## config.mk

```make
export PLATFORM = sky130hd
export DESIGN_NAME = bti_ctrl
export DESIGN_NICKNAME = d
export VERILOG_FILES = /design/src/bti_pkg.sv /design/src/bti_ctrl.sv
export SDC_FILE = /design/constraint.sdc
export NUM_CORES = 1
export LEC_CHECK = 0
export BUFFER_PORTS_ARGS = -buffer_cell sky130_fd_sc_hd__buf_2
export CORE_MARGIN = 2
export CORE_UTILIZATION = 52
export DETAILED_ROUTE_END_ITERATION = 10
export PLACE_DENSITY = 0.86
export SLEW_MARGIN = 5
export SYNTH_ARGS = -nofsm -noshare
export SYNTH_HDL_FRONTEND = slang
export SYNTH_SLANG_ARGS = --single-unit
```

## constraint.sdc

```tcl
create_clock -name clk_i -period 4.4 [get_ports clk_i]
set_input_delay 0 -clock clk_i [delete_from_list [all_inputs] [get_ports clk_i]]
set_output_delay 0 -clock clk_i [all_outputs]
set_load 0.01 [all_outputs]
```

## src/bti_pkg.sv

```systemverilog
// ----------------------------------------------------------------------------
// Bilinear table interpolator package
// Shared sizes, codes and the command and status records that pass between
// the controller and the datapath.
// ----------------------------------------------------------------------------
`timescale 1ns / 1ps

package bti_pkg;

  localparam int MAX_X_POINTS = 32;
  localparam int MAX_Y_POINTS = 32;
  localparam int Z_DEPTH      = MAX_X_POINTS * MAX_Y_POINTS;

  localparam int XAW    = $clog2(MAX_X_POINTS);
  localparam int YAW    = $clog2(MAX_Y_POINTS);
  localparam int ZAW    = $clog2(Z_DEPTH);
  localparam int SCAN_N = (MAX_X_POINTS > MAX_Y_POINTS) ? MAX_X_POINTS : MAX_Y_POINTS;
  localparam int KW     = $clog2(SCAN_N + 1);

  localparam int SZW      = 6;
  localparam int IDXW     = 10;
  localparam int WORDW    = 16;
  localparam int QW       = 24;
  localparam int ZW       = 24;
  localparam int CFG_IDXW = 2;

  // Multiplier operands: offset along an axis and a difference of table values.
  localparam int MA_W  = QW + 1;
  localparam int MB_W  = 33;
  localparam int PW    = MA_W + MB_W;
  localparam int DEN_W = 25;
  localparam int NUM_W = 60;
  localparam int DIV_STEPS = NUM_W / 2;
  localparam int STEP_W    = $clog2(DIV_STEPS + 1);
  localparam int QUO_W     = NUM_W + 1;
  localparam int ROW_W     = 32;

  localparam logic [CFG_IDXW-1:0] REG_X_POINTS = CFG_IDXW'(0);
  localparam logic [CFG_IDXW-1:0] REG_Y_POINTS = CFG_IDXW'(1);

  typedef enum logic [1:0] {
    CMD_WR_X  = 2'd0,
    CMD_WR_Y  = 2'd1,
    CMD_WR_Z  = 2'd2,
    CMD_QUERY = 2'd3
  } cmd_e;

  typedef enum logic [1:0] {
    PASS_ROW0 = 2'd0,
    PASS_ROW1 = 2'd1,
    PASS_COL  = 2'd2
  } pass_e;

  typedef struct packed {
    logic  accept;
    logic  scan_clr;
    logic  scan_en;
    logic  base_en;
    logic  zrd_en;
    logic  mul_en;
    logic  div_start;
    logic  acc_en;
    logic  err_set;
    pass_e pass;
  } dp_cmd_t;

  typedef struct packed {
    logic size_bad;
    logic row_bad;
    logic scan_done;
    logic zrd_done;
    logic div_busy;
  } dp_sts_t;

endpackage

```

## src/bti_ctrl.sv

```systemverilog
// ----------------------------------------------------------------------------
// Bilinear table interpolator controller
// Sequences one query through scan, grid fetch and three multiply and
// divide passes; table writes complete on acceptance.
// ----------------------------------------------------------------------------
`timescale 1ns / 1ps

module bti_ctrl import bti_pkg::*; (
  input  logic       clk_i,
  input  logic       rst_ni,
  input  logic       start,
  input  logic [1:0] command_i,
  output logic       busy,
  output logic       done_o,
  output dp_cmd_t    cmd_o,
  input  dp_sts_t    sts_i
);

  typedef enum logic [9:0] {
    S_IDLE  = 10'b00_0000_0001,
    S_CHECK = 10'b00_0000_0010,
    S_SCAN  = 10'b00_0000_0100,
    S_BASE  = 10'b00_0000_1000,
    S_ZRD   = 10'b00_0001_0000,
    S_MUL   = 10'b00_0010_0000,
    S_DIVS  = 10'b00_0100_0000,
    S_DIVW  = 10'b00_1000_0000,
    S_ACC   = 10'b01_0000_0000,
    S_OUT   = 10'b10_0000_0000
  } state_e;

  state_e state_q, state_d;
  pass_e  pass_q, pass_d;

  always_comb begin
    state_d = state_q;
    pass_d  = pass_q;
    cmd_o   = '0;
    cmd_o.pass = pass_q;
    case (state_q)
      S_IDLE: begin
        cmd_o.accept = start;
        if (start && command_i == CMD_QUERY) begin
          state_d = S_CHECK;
        end
      end
      S_CHECK: begin
        cmd_o.scan_clr = 1'b1;
        pass_d = PASS_ROW0;
        if (sts_i.size_bad) begin
          cmd_o.err_set = 1'b1;
          state_d = S_OUT;
        end else begin
          state_d = S_SCAN;
        end
      end
      S_SCAN: begin
        cmd_o.scan_en = 1'b1;
        if (sts_i.scan_done) begin
          state_d = S_BASE;
        end
      end
      S_BASE: begin
        cmd_o.base_en = 1'b1;
        if (sts_i.row_bad) begin
          cmd_o.err_set = 1'b1;
          state_d = S_OUT;
        end else begin
          state_d = S_ZRD;
        end
      end
      S_ZRD: begin
        cmd_o.zrd_en = 1'b1;
        if (sts_i.zrd_done) begin
          state_d = S_MUL;
        end
      end
      S_MUL: begin
        cmd_o.mul_en = 1'b1;
        state_d = S_DIVS;
      end
      S_DIVS: begin
        cmd_o.div_start = 1'b1;
        state_d = S_DIVW;
      end
      S_DIVW: begin
        if (!sts_i.div_busy) begin
          state_d = S_ACC;
        end
      end
      S_ACC: begin
        cmd_o.acc_en = 1'b1;
        case (pass_q)
          PASS_ROW0: begin
            pass_d  = PASS_ROW1;
            state_d = S_MUL;
          end
          PASS_ROW1: begin
            pass_d  = PASS_COL;
            state_d = S_MUL;
          end
          default: state_d = S_OUT;
        endcase
      end
      S_OUT: begin
        state_d = S_IDLE;
      end
      default: begin
        state_d = S_IDLE;
      end
    endcase
  end

  always_ff @(posedge clk_i or negedge rst_ni) begin
    if (!rst_ni) begin
      state_q <= S_IDLE;
      pass_q  <= PASS_ROW0;
    end else begin
      state_q <= state_d;
      pass_q  <= pass_d;
    end
  end

  assign busy   = (state_q != S_IDLE);
  assign done_o = (state_q == S_OUT);

endmodule

```

# After elaboration in Yosys (flattened, before gate mapping)
# Index checks and enable logic that the tools add are counted.
# word_totals
output_inout_bits,13
word_cells,47
register_bits,12
# classes
reduce_logical,6
muxes,21
n_eq_ne,18
# ops
op,n
case mux 10 bit (9 select lines),1
2-to-1 mux 10 bit,7
== test 10 x 1 -> 1 bit (second input constant),1
== test 10 bit (second input constant),1
== test 10 x 2 -> 1 bit (second input constant),1
== test 10 x 3 -> 1 bit (second input constant),1
== test 10 x 4 -> 1 bit (second input constant),1
== test 10 x 5 -> 1 bit (second input constant),1
== test 10 x 6 -> 1 bit (second input constant),1
== test 10 x 7 -> 1 bit (second input constant),1
== test 10 x 8 -> 1 bit (second input constant),1
== test 10 x 9 -> 1 bit (second input constant),1
2-to-1 mux 1 bit,10
inequality test 10 x 1 -> 1 bit (second input constant),1
inequality test 2 bit (second input constant),4
case mux 2 bit (2 select lines),2
AND reduction 4 bit,1
inequality test 3 bit (second input constant),1
== test 2 x 1 -> 1 bit (second input constant),1
== test 2 bit (second input constant),1
zero test 2 bit,1
case mux 1 bit (2 select lines),1
AND reduction 2 bit,1
nonzero test 2 bit,1
2 further kinds,2

# Logic depth before layout (Yosys ltp)
# Gate-level depths: netlist of the first run.
# depth
word_depth,4
mapped_depth,7

# Worst setup path after synthesis of the first run
# OpenSTA, ideal clock, no wires.
# synth_timing
kind,register to register
startpoint,register state_q[7]
endpoint,register pass_q[0]
period_less_slack_ps,1862
stages_incl_launch_ff,7
slack_ps,2538
t_arrival_ps,1785
path_buffers,1
path_cell_list,dfrtp_1 > buf_6 > or4_4 > nor3_4 > nand3_2 > or3_1 > a21oi_1
# synth_between
elab_chain_cells,3
elab_cells_between_ends,6
classes_between,eq/ne: 3; mux: 1; reduce/logical: 2
# synth_rtl
element,line_no,text
from (decl),bti_ctrl.sv:32,"state_e state_q, state_d;"
from (signal assigned),bti_ctrl.sv:119,state_q <= state_d;
== test 10 x 9 -> 1 bit or == test 10 x 2 -> 1 bit (tied branches),bti_ctrl.sv:40,case (state_q)
inequality test 3 bit (no source line) or nonzero test 2 bit (tied branches),-,
AND reduction 2 bit (no source line),-,
to (signal assigned),bti_ctrl.sv:120,pass_q <= pass_d;
to (decl),bti_ctrl.sv:33,"pass_e pass_q, pass_d;"
# Several ways; a longest one is shown, not always the timed one.
# A chain may end at the register's enable or synchronous reset.

==> impl_metrics.toml, run 1 <==
[floorplan]
rows = 13
num_io_pins = 23
die_y_um = 41.4
start_util = 0.558
die_area_um2 = 1710
coreArea_um2 = 1300
die_x_um = 41.4

[yosys]
synth_top_area_cell = "dfrtp_1"
synth-xor-area-share = 0.0121
synth_compound_area_frac = 0.140
async_reset_ff_frac = 1.00
synthCells = 81
syn_avg_cell_area_um2 = 8.96
synth_top_family_by_area = "simple AND/OR/NAND/NOR gates"
synth_fa_ha_area_frac = 0
syn_nets = 91
synth_common_cells = "11 x dfrtp_1, 8 x inv_1, 7 x nand2_1"
synthesis.area_um2 = 726
synthFlopType = "dfrtp_1"
synth.distinct_cells = 33
synthSimpleGateAreaFrac = 0.357
synth_area_leaders = "dfrtp_1 38%, o21ai_0 4.1%, inv_1 4.1%"
synth_edf_count = 0
synth_mux_area_frac = 0.0138
yosysSeqAreaShare = 0.416
ys_ff_latch = 12
yosysWarningCount = 0
synth_most_common_cell = "dfrtp_1"
synth_top_area_frac = 0.379

[setup_path]
path_class = "reg -> out"
r2r_cells = 5
r2r_end = "state_q[4]$_DFFE_PN0P_"
cp_max_fo = 8
r2r_start = "state_q[7]$_DFFE_PN0P_"
cp-end-kind = "primary output"
worstSetupStartpointType = "flip-flop"
arrival_ps = 2280
reg2reg_setup_slack_ps = 2130
required_ps = 4400

[final_layout]
post-route-util = 0.719
drive_above_1_share = 0.268
area_growth_pct = 29.0
nNetsFinal = 123
n_antenna_cell = 0
fin_area_um2 = 936

[grt]
grt_pass1_wl_um = 2810
antenna_found_initial = 0
grt_use_total = 0.258
grt_max_degree = 13
grt_overflow_total = 0
grt_pass1_vias = 673

[worst_hold_path]
hold_depth = 3
hold_path.startpoint = "sts_i[4]"
whs_endpoint = "state_q[9]$_DFFE_PN0P_"
holdCritPathClass = "in -> reg"

[clocking]
clkTransAtPathRegs_ps = 80
htreeDepth = 1
cts.sinks = 12
clock_path_buffers = 2
cts_root_buffer = "clkbuf_4"
cts_buffers = 3
post_cts_buffers = 0
clk_latency_ps = 270
tritoncts = "yes"

[sta]
tns_ps = 0
tightest_slew_ps = 595
maxSlewHeadroom = 0.600
fin_crit_sh = 0.517
rsz0062_at_grt = "no"
post-route-min-period_ps = 2280
setup_violations = 0
fin_skew_ps = 1.08
finalMaxSlewViolations = 0
max_freq_ghz = 0.439
hold_ws_ps = 22.9
hold_viol = 0

[drt]
drt_wl_total_um = 1790
drc = 0
routed_via_density = 5.87
ant_nets = 0
vias = 746
initialDrtViolationCount = 24
post_drt_wl_per_cell_um = 14.1
drt_pass1_iterations = 4

[power_and_ir_drop]
power_density_nw_per_um2 = 320
ir_worst_vdd_v = 0.000271
p_leak_nw = 0.506
power_uw = 299

[flow_run]
cap_violations = 0

[placement]
gp_congestion = 0.796
port_buffers = 22
place_area_um2 = 840
dp_hpwl_um = 1320

[outcome]
status = "complete, no violations"
-- layout by cell type (no fill, tap or decap), drive strengths merged --
master	n
buf	22
dfrtp	11
inv	8
nand2	7
dlygate4sd3	7
o21ai	6
nor3	6
nand3	5
nor3b	4
nor2	4
clkbuf	4
a21oi	3
nor4	2
and3	2
or3	2
nor2b	2
nor4bb	2
or4	2
nor4b	1
nand4	1
mux2i	1
o22ai	1
and2	1
a22o	1
xor2	1
o311a	1
o31ai	1
a41o	1
a31oi	1
a22oi	1
dfstp	1
-- final cells by class --
type	instances	area, um^2
repair buffers	29	180
inverters	8	30.0
flip-flops and latches	12	302
fillers	117	365
well taps	15	18.8
multi-input cells	59	379
clock buffers	4	26.3
-- how the worst max path moves through the flow --
stage | from | endpoint | slack (ps) | depth (start not counted)
floorplan | state_q[7]$_DFFE_PN0P_ | pass_q[0]$_DFFE_PN0P_ | 2540 | 6
global placement | state_q[7]$_DFFE_PN0P_ | pass_q[0]$_DFFE_PN0P_ | 2510 | 5
detailed placement | state_q[7]$_DFFE_PN0P_ | cmd_o[2] | 2440 | 5
CTS | state_q[7]$_DFFE_PN0P_ | cmd_o[2] | 2140 | 5
global route | state_q[7]$_DFFE_PN0P_ | state_q[4]$_DFFE_PN0P_ | 1990 | 5
finish | state_q[7]$_DFFE_PN0P_ | cmd_o[2] | 2120 | 5
-- logic make-up (layout without fill, tap and decap cells) --
logic type,after synthesis,after routing
AND/OR/NAND/NOR,41,41
AO/OA/AOI/OAI,16,16
flip-flops,12,12
buffers and inverters,10,41
XOR/XNOR,1,1
multiplexers,1,1
-- metrics by stage --
stage / worst slack (ps) / std cells
after floorplan: 2540 / 81
after global placement: 2510 / 116
after detailed placement: 2440 / 116
after CTS: 2140 / 127
after global routing: 1990 / 127
final: 2120 / 127
-- critical path, cell delays in order (launching register included) --
cell and delay, ps:
dfrtp_1 470, or4_4 590, nor4b_2 580, nand2_1 160, nand2_1 80, buf_2 120
-- layer usage --
| metal | track usage | part of all wire |
|---|---|---|
| met2 | 0.441 | 0.51 |
| met4 | 0.129 | 0.015 |
| met1 | 0.306 | 0.43 |
| met5 | 0 | 0 |
| met3 | 0.0479 | 0.042 |
-- where the power goes --
part / internal, mW / switching [mW] / leakage, nW
Clock: 0.0351 / 0.0387 / 0.0150
Sequential: 0.119 / 0.00748 / 0.164
Combinational: 0.0433 / 0.0561 / 0.327
Total: 0.197 / 0.102 / 0.506
-- state kept, by name, summed over array words and instances (netlist names) --
name     flops
pass_q       2
state_q     10
-- repair_timing --
item | in CTS | in global routing
hold buffers | 7 | 0
endpoints found under the hold margin | 16 | 0
gates resized for setup | 0 | 0
(Power assumes the default switching activity.)
==> run 2, diff against run 1 <==
--- a/config.mk
+++ b/config.mk
@@ -7,9 +7,9 @@
 export LEC_CHECK = 0
 export BUFFER_PORTS_ARGS = -buffer_cell sky130_fd_sc_hd__buf_2
 export CORE_MARGIN = 2
-export CORE_UTILIZATION = 52
+export CORE_UTILIZATION = 48
 export DETAILED_ROUTE_END_ITERATION = 10
-export PLACE_DENSITY = 0.86
+export PLACE_DENSITY = 0.81
 export SLEW_MARGIN = 5
 export SYNTH_ARGS = -nofsm -noshare
 export SYNTH_HDL_FRONTEND = slang
==> constraint.sdc (replaced) <==
create_clock -name clk_i -period 2.2 [get_ports clk_i]
set_input_delay 0 -clock clk_i [delete_from_list [all_inputs] [get_ports clk_i]]
set_output_delay 0 -clock clk_i [all_outputs]
set_load 0.01 [all_outputs]
==> impl_metrics.toml, run 2 (synthesis gave the netlist of run 1 again) <==
[grt]
grt_pass1_vias = 654
grt_max_degree = 13
grt_use_total = 0.202
grt_pass1_wl_um = 2820
antenna_found_initial = 0
grt_overflow_total = 0

[sta]
setup_violations = 0
maxSlewHeadroom = 0.605
fin_skew_ps = 5.35
rsz0062_at_grt = "no"
hold_viol = 0
post-route-min-period_ps = 2050
hold_ws_ps = 4.82
tns_ps = 0
tightest_slew_ps = 587
max_freq_ghz = 0.487
finalMaxSlewViolations = 0
fin_crit_sh = 0.933

[final_layout]
n_antenna_cell = 0
post-route-util = 0.662
largest_reg_flops = 10
layout_common_cells = "22 x buf_2, 10 x dfrtp_1, 8 x inv_1, 7 x nand2_1, 7 x dlygate4sd3_1"
reg_top3 = "state_q: 10 flops, pass_q: 2 flops"
regArea_um2 = 303
area_growth_pct = 32.6
final_common_cell = "buf_2"
top_register = "state_q"
drive_above_1_share = 0.289
multi_input_area_um2 = 388
nNetsFinal = 125
fin_area_um2 = 962
fill_cells = 126

[placement]
port_buffers = 22
gp_congestion = 0.785
place_area_um2 = 856
dp_hpwl_um = 1250

[drt]
drc = 0
routed_via_density = 5.78
top_layer_used = "met4"
ant_nets = 0
drt_pass1_iterations = 4
drt_wl_total_um = 1730
m1WireLength_um = 724
vias = 751
wl_met2_um = 882
routed-wl-met3_um = 111
initialDrtViolationCount = 21
post_drt_wl_per_cell_um = 13.3

[setup_path]
path_class = "reg -> out"
cp_slowest_cell = "or4_4"
crit_path_frequent_cell = "nand2_1"
slowest_delay_ps = 600
cp-end-kind = "primary output"
cp_max_fo = 6
cp_cell_sequence = "or4_4 -> nor4b_4 -> nand2_1 -> nand2_1 -> buf_2"
arrival_ps = 2050
required_ps = 2200
worstSetupStartpointType = "flip-flop"

[outcome]
status = "complete, no violations"

[floorplan]
num_io_pins = 23
die_area_um2 = 1840
start_util = 0.499
coreArea_um2 = 1450
rows = 14
die_x_um = 42.9
die_y_um = 42.9

[power_and_ir_drop]
p_leak_nw = 0.514
ir_worst_vdd_v = 0.000405
power_density_nw_per_um2 = 623
power_uw = 599

[clocking]
clk_latency_ps = 260
cts_root_buffer = "clkbuf_4"
clock_path_buffers = 2
tritoncts = "yes"
htreeDepth = 1
cts.sinks = 12
cts_buffers = 3
clkTransAtPathRegs_ps = 70

[flow_run]
cap_violations = 0

[worst_hold_path]
holdCritPathClass = "in -> reg"
==> run 2: cell count changes in the layout (fill, tap and decap cells not counted), sizes merged <==
| cell | change |
|---|---|
| buf | +2 |
==> run 2: critical path: cells and delay by family, from the launching register on <==
| family | cells | cell delay (ps) |
|---|---|---|
| flip-flops | 1 | 440 |
| AND/OR/NAND/NOR | 4 | 1230 |
| buffers and inverters | 1 | 120 |
==> run 2: where the power goes <==
group / leakage [nW] / internal [mW] / switching (mW)
Combinational: 0.337 / 0.0927 / 0.112
Sequential: 0.162 / 0.237 / 0.0151
Clock: 0.0150 / 0.0700 / 0.0719
==> run 2: cell type report <==
type / count / share of cell area
multi-input cells: 59 / 0.403
flip-flops and latches: 12 / 0.315
repair buffers: 31 / 0.203
inverters: 8 / 0.0312
clock buffers: 4 / 0.0273
well taps: 16 / 0.0208
==> run 2: timing repair <==
| item | CTS | global route |
|---|---|---|
| hold endpoints to repair | 17 | 0 |
| buffers inserted | 0 | 0 |
| resized for setup | 0 | 2 |
| setup endpoints to repair | 0 | 1 |
| hold buffers | 7 | 0 |
==> run 2: stage by stage <==
| step | instances | setup WS [ps] |
|---|---|---|
| 5_1_grt | 130 | 4.03 |
| 4_1_cts | 130 | 36.3 |
| 3_3_place_gp | 119 | 368 |
| 2_1_floorplan | 81 | 338 |
| 3_5_place_dp | 119 | 326 |
| 6_report | 130 | 147 |
==> run 2: worst paths after layout <==
path,from,end,slack [ps],cells after the start
max,state_q[5]$_DFFE_PN0P_,cmd_o[2],150,5
min,command_i[0],state_q[1]$_DFFE_PN0P_,5,3
max reg2reg,state_q[5]$_DFFE_PN0P_,pass_q[0]$_DFFE_PN0P_,390,5
min reg2reg,state_q[7]$_DFFE_PN0P_,state_q[6]$_DFFE_PN0P_,540,1
max in group asynchronous,rst_ni,state_q[0]$_DFFE_PN1P_,1790,2
min in group asynchronous,rst_ni,state_q[9]$_DFFE_PN0P_,140,2
==> run 2: routing by layer <==
layer / GRT usage / up-vias
li1: - / 361
met1: 0.272 / 356
met2: 0.339 / 30
met3: 0.0255 / 4
met4: 0.0563 / 0
met5: 0 / -
